File: config.mk
export PLATFORM = sky130hd
export DESIGN_NAME = nnr_map
export DESIGN_NICKNAME = d
export VERILOG_FILES = /design/src/rtl/nnr_pkg.sv /design/src/rtl/nnr_map.sv
export SDC_FILE = /design/constraint.sdc
export NUM_CORES = 1
export LEC_CHECK = 0
export ABC_AREA = 0
export BUFFER_PORTS_ARGS = -buffer_cell sky130_fd_sc_hd__clkbuf_2
export CORE_AREA = 2 2 244 150
export DETAILED_ROUTE_END_ITERATION = 6
export DIE_AREA = 0 0 246 152
export PLACE_DENSITY = 0.67
export SLEW_MARGIN = 20
export SYNTH_ARGS = -nofsm -noshare
export SYNTH_HDL_FRONTEND = slang
export SYNTH_SLANG_ARGS = --single-unit
export TNS_END_PERCENT = 20
File: constraint.sdc
create_clock -name clk_i -period 6.9 [get_ports clk_i]
set_input_delay 0.345 -clock clk_i [delete_from_list [all_inputs] [get_ports clk_i]]
set_output_delay 0.345 -clock clk_i [all_outputs]
set_load 0.005 [all_outputs]
File: src/rtl/nnr_pkg.sv
// ----------------------------------------------------------------------------
// nnr_pkg: shared types and constants
// Field widths, request and register codes, payload structs for the resampler.
// ----------------------------------------------------------------------------
`default_nettype none

package nnr_pkg;

  localparam int unsigned COORD_W = 16;
  localparam int unsigned PIX_W   = 16;
  localparam int unsigned STEP_W  = 24;
  localparam int unsigned OFS_W   = 32;
  localparam int unsigned USED_W  = 9;
  localparam int unsigned PROD_W  = STEP_W + COORD_W;
  // product + sign-extended offset + half, no overflow
  localparam int unsigned SUM_W   = PROD_W + 2;

  localparam logic signed [PIX_W-1:0] FILL_VALUE = 16'sh8000;

  localparam logic REQ_LOAD  = 1'b0;
  localparam logic REQ_FETCH = 1'b1;

  localparam logic [STEP_W-1:0] STEP_RESET = 24'd65536;
  localparam logic [USED_W-1:0] USED_RESET = 9'd256;

  typedef enum logic [2:0] {
    REG_STEP       = 3'd0,
    REG_COL_OFS    = 3'd1,
    REG_LINE_OFS   = 3'd2,
    REG_COLS_USED  = 3'd3,
    REG_LINES_USED = 3'd4
  } reg_idx_e;

  typedef struct packed {
    logic                    req_type;
    logic [COORD_W-1:0]      col;
    logic [COORD_W-1:0]      line;
    logic signed [PIX_W-1:0] pixel_in;
  } in_item_t;

  typedef struct packed {
    logic signed [PIX_W-1:0] pixel_out;
    logic                    out_of_range;
  } out_item_t;

  // per-axis mapper control
  typedef struct packed {
    logic load;     // item in the first stage is a load
    logic adv_mul;  // product stage takes a new item
    logic adv_cmp;  // compare stage takes a new item
  } map_ctl_t;

endpackage

`default_nettype wire

File: src/rtl/nnr_map.sv
// ----------------------------------------------------------------------------
// nnr_map: coordinate to source index mapper, one axis
// Stage 1 multiplies step by coordinate; stage 2 adds offset and half,
// floors and checks against the active size (a load passes its coordinate through and checks it).
// ----------------------------------------------------------------------------
`default_nettype none

module nnr_map #(
  parameter int unsigned SIZE      = 256,
  parameter int unsigned FRAC_BITS = 16,
  localparam int unsigned IW       = $clog2(SIZE)
) (
  input  wire logic                          clk_i,
  input  wire nnr_pkg::map_ctl_t             ctl_i,
  input  wire logic [nnr_pkg::COORD_W-1:0]   coord_i,
  input  wire logic [nnr_pkg::STEP_W-1:0]    step_i,
  input  wire logic signed [nnr_pkg::OFS_W-1:0] offset_i,
  input  wire logic [nnr_pkg::USED_W-1:0]    used_i,
  output logic      [IW-1:0]                 idx_o,
  output logic                               oor_o
);

  import nnr_pkg::*;

  localparam int unsigned SW = $clog2(SIZE + 1);
  localparam int unsigned LW = (USED_W > SW) ? USED_W : SW;
  localparam int unsigned QW = SUM_W - 1 - FRAC_BITS;
  localparam logic [SUM_W-1:0] HALF = {{(SUM_W-1){1'b0}}, 1'b1} << (FRAC_BITS - 1);
  localparam logic [LW-1:0]    SIZE_L = LW'(SIZE);

  // product stage
  logic [PROD_W-1:0]  prod_q, prod_d;
  logic [COORD_W-1:0] coord_q;
  logic               load_q;

  // compare stage
  logic [IW-1:0] idx_q, idx_d;
  logic          oor_q, oor_d;

  logic [LW-1:0]           lim;
  logic signed [SUM_W-1:0] sum;
  logic [QW-1:0]           q;

  assign prod_d = PROD_W'(step_i) * PROD_W'(coord_i);

  always_ff @(posedge clk_i) begin
    if (ctl_i.adv_mul) begin
      prod_q  <= prod_d;
      coord_q <= coord_i;
      load_q  <= ctl_i.load;
    end
  end

  always_comb begin
    lim = (LW'(used_i) < SIZE_L) ? LW'(used_i) : SIZE_L;
    sum = $signed({{(SUM_W-PROD_W){1'b0}}, prod_q})
        + $signed({{(SUM_W-OFS_W){offset_i[OFS_W-1]}}, offset_i})
        + $signed(HALF);
    q   = sum[SUM_W-2:FRAC_BITS];
    if (load_q) begin
      idx_d = coord_q[IW-1:0];
      oor_d = !(coord_q < COORD_W'(lim));
    end else begin
      idx_d = q[IW-1:0];
      oor_d = sum[SUM_W-1] || !(q < QW'(lim));
    end
  end

  always_ff @(posedge clk_i) begin
    if (ctl_i.adv_cmp) begin
      idx_q <= idx_d;
      oor_q <= oor_d;
    end
  end

  assign idx_o = idx_q;
  assign oor_o = oor_q;

endmodule

`default_nettype wire

==> results_dict.tcl <==
set metrics [dict create \
    synth_cell_types 72 \
    slew_headroom_pct 47.7 \
    syn_nets 2488 \
    drtPass1Iterations 5 \
    drt_iter0_drc 951 \
    slew_viol_final 0 \
    worstMarginPinSlew_ns 0.785 \
    synth_cells 1891 \
    htreeDepth 3 \
    syn_to_final_growth_pct 7.55 \
    ys_seq_elements 66 \
    portBuffers 93 \
    row_count 54 \
    ys_seq_area_share_pct 11.4 \
    start_kind "input port" \
    die_h_um 152 \
    yosysWarnings 0 \
    timing.final.crit_share_pct 94.6 \
    die-area_um2 37400 \
    cp_max_fo 22 \
    dp.cells 2420 \
    post_cts_buffers 0 \
    maxCapViolCount 0 \
    fin_setup_tns_ns 0 \
    required_ns 6.98 \
    fin_skew_ns 0.00703 \
    drive_above_1_share_pct 8.52 \
    avgSynthCellArea_um2 9.17 \
    tritoncts "done" \
    synth_edf_count 66 \
    fp.coreArea_um2 35500 \
    regArea_um2 1980 \
    hp-class "in2reg" \
    hold_violations 0 \
    drc 0 \
    first_global_vias 13700 \
    nNetsFinal 2552 \
    initial_utilization_pct 48.9 \
    vias 13300 \
    clk_path_buf_depth 2 \
    clockRootBuffer "clkbuf_16" \
    fill_cells 3369 \
    routed_via_density 5.45 \
    diodes 0 \
    avgRoutedWirePerCell_um 18.7 \
    crit_slowest_cell "fa_1" \
    finalCriticalPeriod_ns 6.53 \
    ys_async_sr_fraction_pct 0 \
    syn_area_um2 17300 \
    hold_buffers 0 \
    path_class "in2reg" \
    antenna_left 0 \
    critPathArrivalTime_ns 6.61 \
    grt_pass1_wl_um 74100 \
    cpPeakStageDelay_ns 0.54 \
    antenna_found_initial 0 \
    cts.sinks 66 \
    multi_input_area_um2 13700 \
    final_cells 2436 \
    dp_hpwl_um 38400 \
    rsz0062_at_grt "false" \
    place_congestion 0.931 \
    grt.total_usage_pct 25.5 \
    boundaryPins 94 \
    drt-total-wl_um 45600 \
    cts_resized 0 \
    clock_latency_ns 0.35 \
    outcome "complete, no violations" \
    final-setup-viol-count 0 \
    path_common_cell "fa_1" \
    crit_path_end_kind "flip-flop" \
    die_w_um 246 \
    synth_ff_type "edfxtp_1" \
    clkTransAtPathRegs_ns 0.06 \
    grt_max_degree 58 \
    max_freq_mhz 153 \
    cts_made_buffers 9 \
    crit_chain "clkbuf_2 -> nand2_1 -> fa_1 -> inv_1 -> fa_1 -> inv_1 -> fa_1 -> inv_1 -> fa_1 -> fa_1 -> inv_1 -> fa_1 -> inv_1 -> ha_1 -> a21o_1 -> nand3_1 -> a21oi_1 -> o311a_1 -> nor3_4 -> a2111oi_2 -> nor3_2 -> o31ai_1 -> a21oi_1 -> xnor2_1" \
    overflow 0 \
]
[synthesized netlist by cell type (7+ instances only)]
cell,instances,area (um2)
edfxtp_1,66,1980
clkbuf_1,65,244
a211oi_1,7,52.6
xor2_1,13,114
and2_1,173,1080
nor3_1,14,70.1
ha_1,206,2580
a21oi_1,69,345
inv_1,361,1360
nor2b_1,8,50.1
mux2i_1,8,80.1
nor2_1,44,165
mux2_2,8,90.1
o31ai_1,7,52.6
nand2b_1,11,68.8
o21ai_0,32,160
o21a_1,16,120
nand4_1,19,119
fa_1,306,6130
nand3_1,18,90.1
o21bai_1,10,75.1
o211ai_1,7,52.6
xnor2_1,40,350
a21o_1,28,210
nand2_1,266,998
[layout make-up]
| class | instances | area share, % |
|---|---|---|
| tap | 476 | 3.19 |
| sequential | 66 | 10.6 |
| timing repair buffer | 125 | 3.78 |
| inverter | 362 | 7.28 |
| multi-input combinational | 1391 | 73.5 |
| clock buffer | 9 | 1.21 |
| clock inverter | 7 | 0.369 |
[layer usage]
| layer | GRT usage, % | part of all wire, % | vias up |
|---|---|---|---|
| met3 | 6.02 | 8.8 | 44 |
| met2 | 37.3 | 43 | 481 |
| met5 | 0 | 0 | - |
| met1 | 38.9 | 47 | 6654 |
| li1 | - | - | 6104 |
| met4 | 3.98 | 1.2 | 0 |
[kinds of logic (layout without fill, tap and decap cells)]
family,after synthesis,count (layout),synth area share [%]
AO/OA/AOI/OAI,225,225,8.62
flip-flops,66,66,11.4
buffers and inverters,434,503,9.48
multiplexers,16,16,0.981
AND/OR/NAND/NOR,585,585,16.7
XOR/XNOR,53,53,2.68
adder cells (fa/ha/maj),512,512,50.2
[final timing paths]
kind               from  depth (start not counted)  slack (ns)    endpoint
max reg2reg  prod_q[13]                         20        1.05       oor_o
min reg2reg  coord_q[1]                          1        0.61    idx_o[1]
min            ctl_i[2]                          1        0.17      load_q
max          coord_i[3]                         24        0.37  prod_q[39]
[flip-flops by register name, summed over array words and instances (netlist names)]
register / cells
coord_q: 16
idx_o: 8
load_q: 1
oor_o: 1
prod_q: 40
[critical path, delay by kind of cell]
family | cells | cell delay (ns)
buffers and inverters | 6 | 0.68
and+or+nand+nor | 4 | 0.42
xor gates and xnor gates | 1 | 0.13
adders and majority gates | 7 | 3.44
AOI/OAI and AO/OA | 6 | 1.56
[metrics by stage]
| step | worst slack [ns] | hold WS (ns) | instance area, um2 | utilization (%) |
|---|---|---|---|---|
| after global routing | 0.0988 | 0.164 | 18700 | 52.6 |
| after CTS | 0.431 | 0.165 | 18700 | 52.6 |
| after global placement | 0.170 | 0.525 | 18400 | 51.8 |
| after floorplan | 0.593 | 0.444 | 17300 | - |
| final | 0.371 | 0.174 | 18700 | 52.6 |
| after detailed placement | 0.0902 | 0.531 | 18400 | 51.8 |
[layout by cell type, fill, tap and decap left out, types with 4 or more instances in the layout]
cell type | synthesis | routed
a211oi_1 | 7 | 7
a21o_1 | 28 | 28
a21oi_1 | 69 | 69
a311oi_1 | 4 | 4
a31oi_1 | 6 | 6
and2_1 | 173 | 173
and4_1 | 5 | 5
buf_4 | 0 | 32
clkbuf_16 | 0 | 9
clkbuf_2 | 0 | 93
edfxtp_1 | 66 | 66
fa_1 | 306 | 306
ha_1 | 206 | 206
inv_1 | 361 | 361
mux2_2 | 8 | 8
mux2i_1 | 8 | 8
nand2_1 | 266 | 266
nand2b_1 | 11 | 11
nand3_1 | 18 | 18
nand4_1 | 19 | 19
nor2_1 | 44 | 44
nor2b_1 | 8 | 8
nor3_1 | 14 | 14
nor4_1 | 5 | 5
o211ai_1 | 7 | 7
o21a_1 | 16 | 16
o21ai_0 | 32 | 32
o21bai_1 | 10 | 10
o31ai_1 | 7 | 7
or3_1 | 4 | 4
xnor2_1 | 40 | 40
xor2_1 | 13 | 13
Power is not shown: default switching activity piles up to over one toggle a cycle in this logic, so the estimate is an artifact.
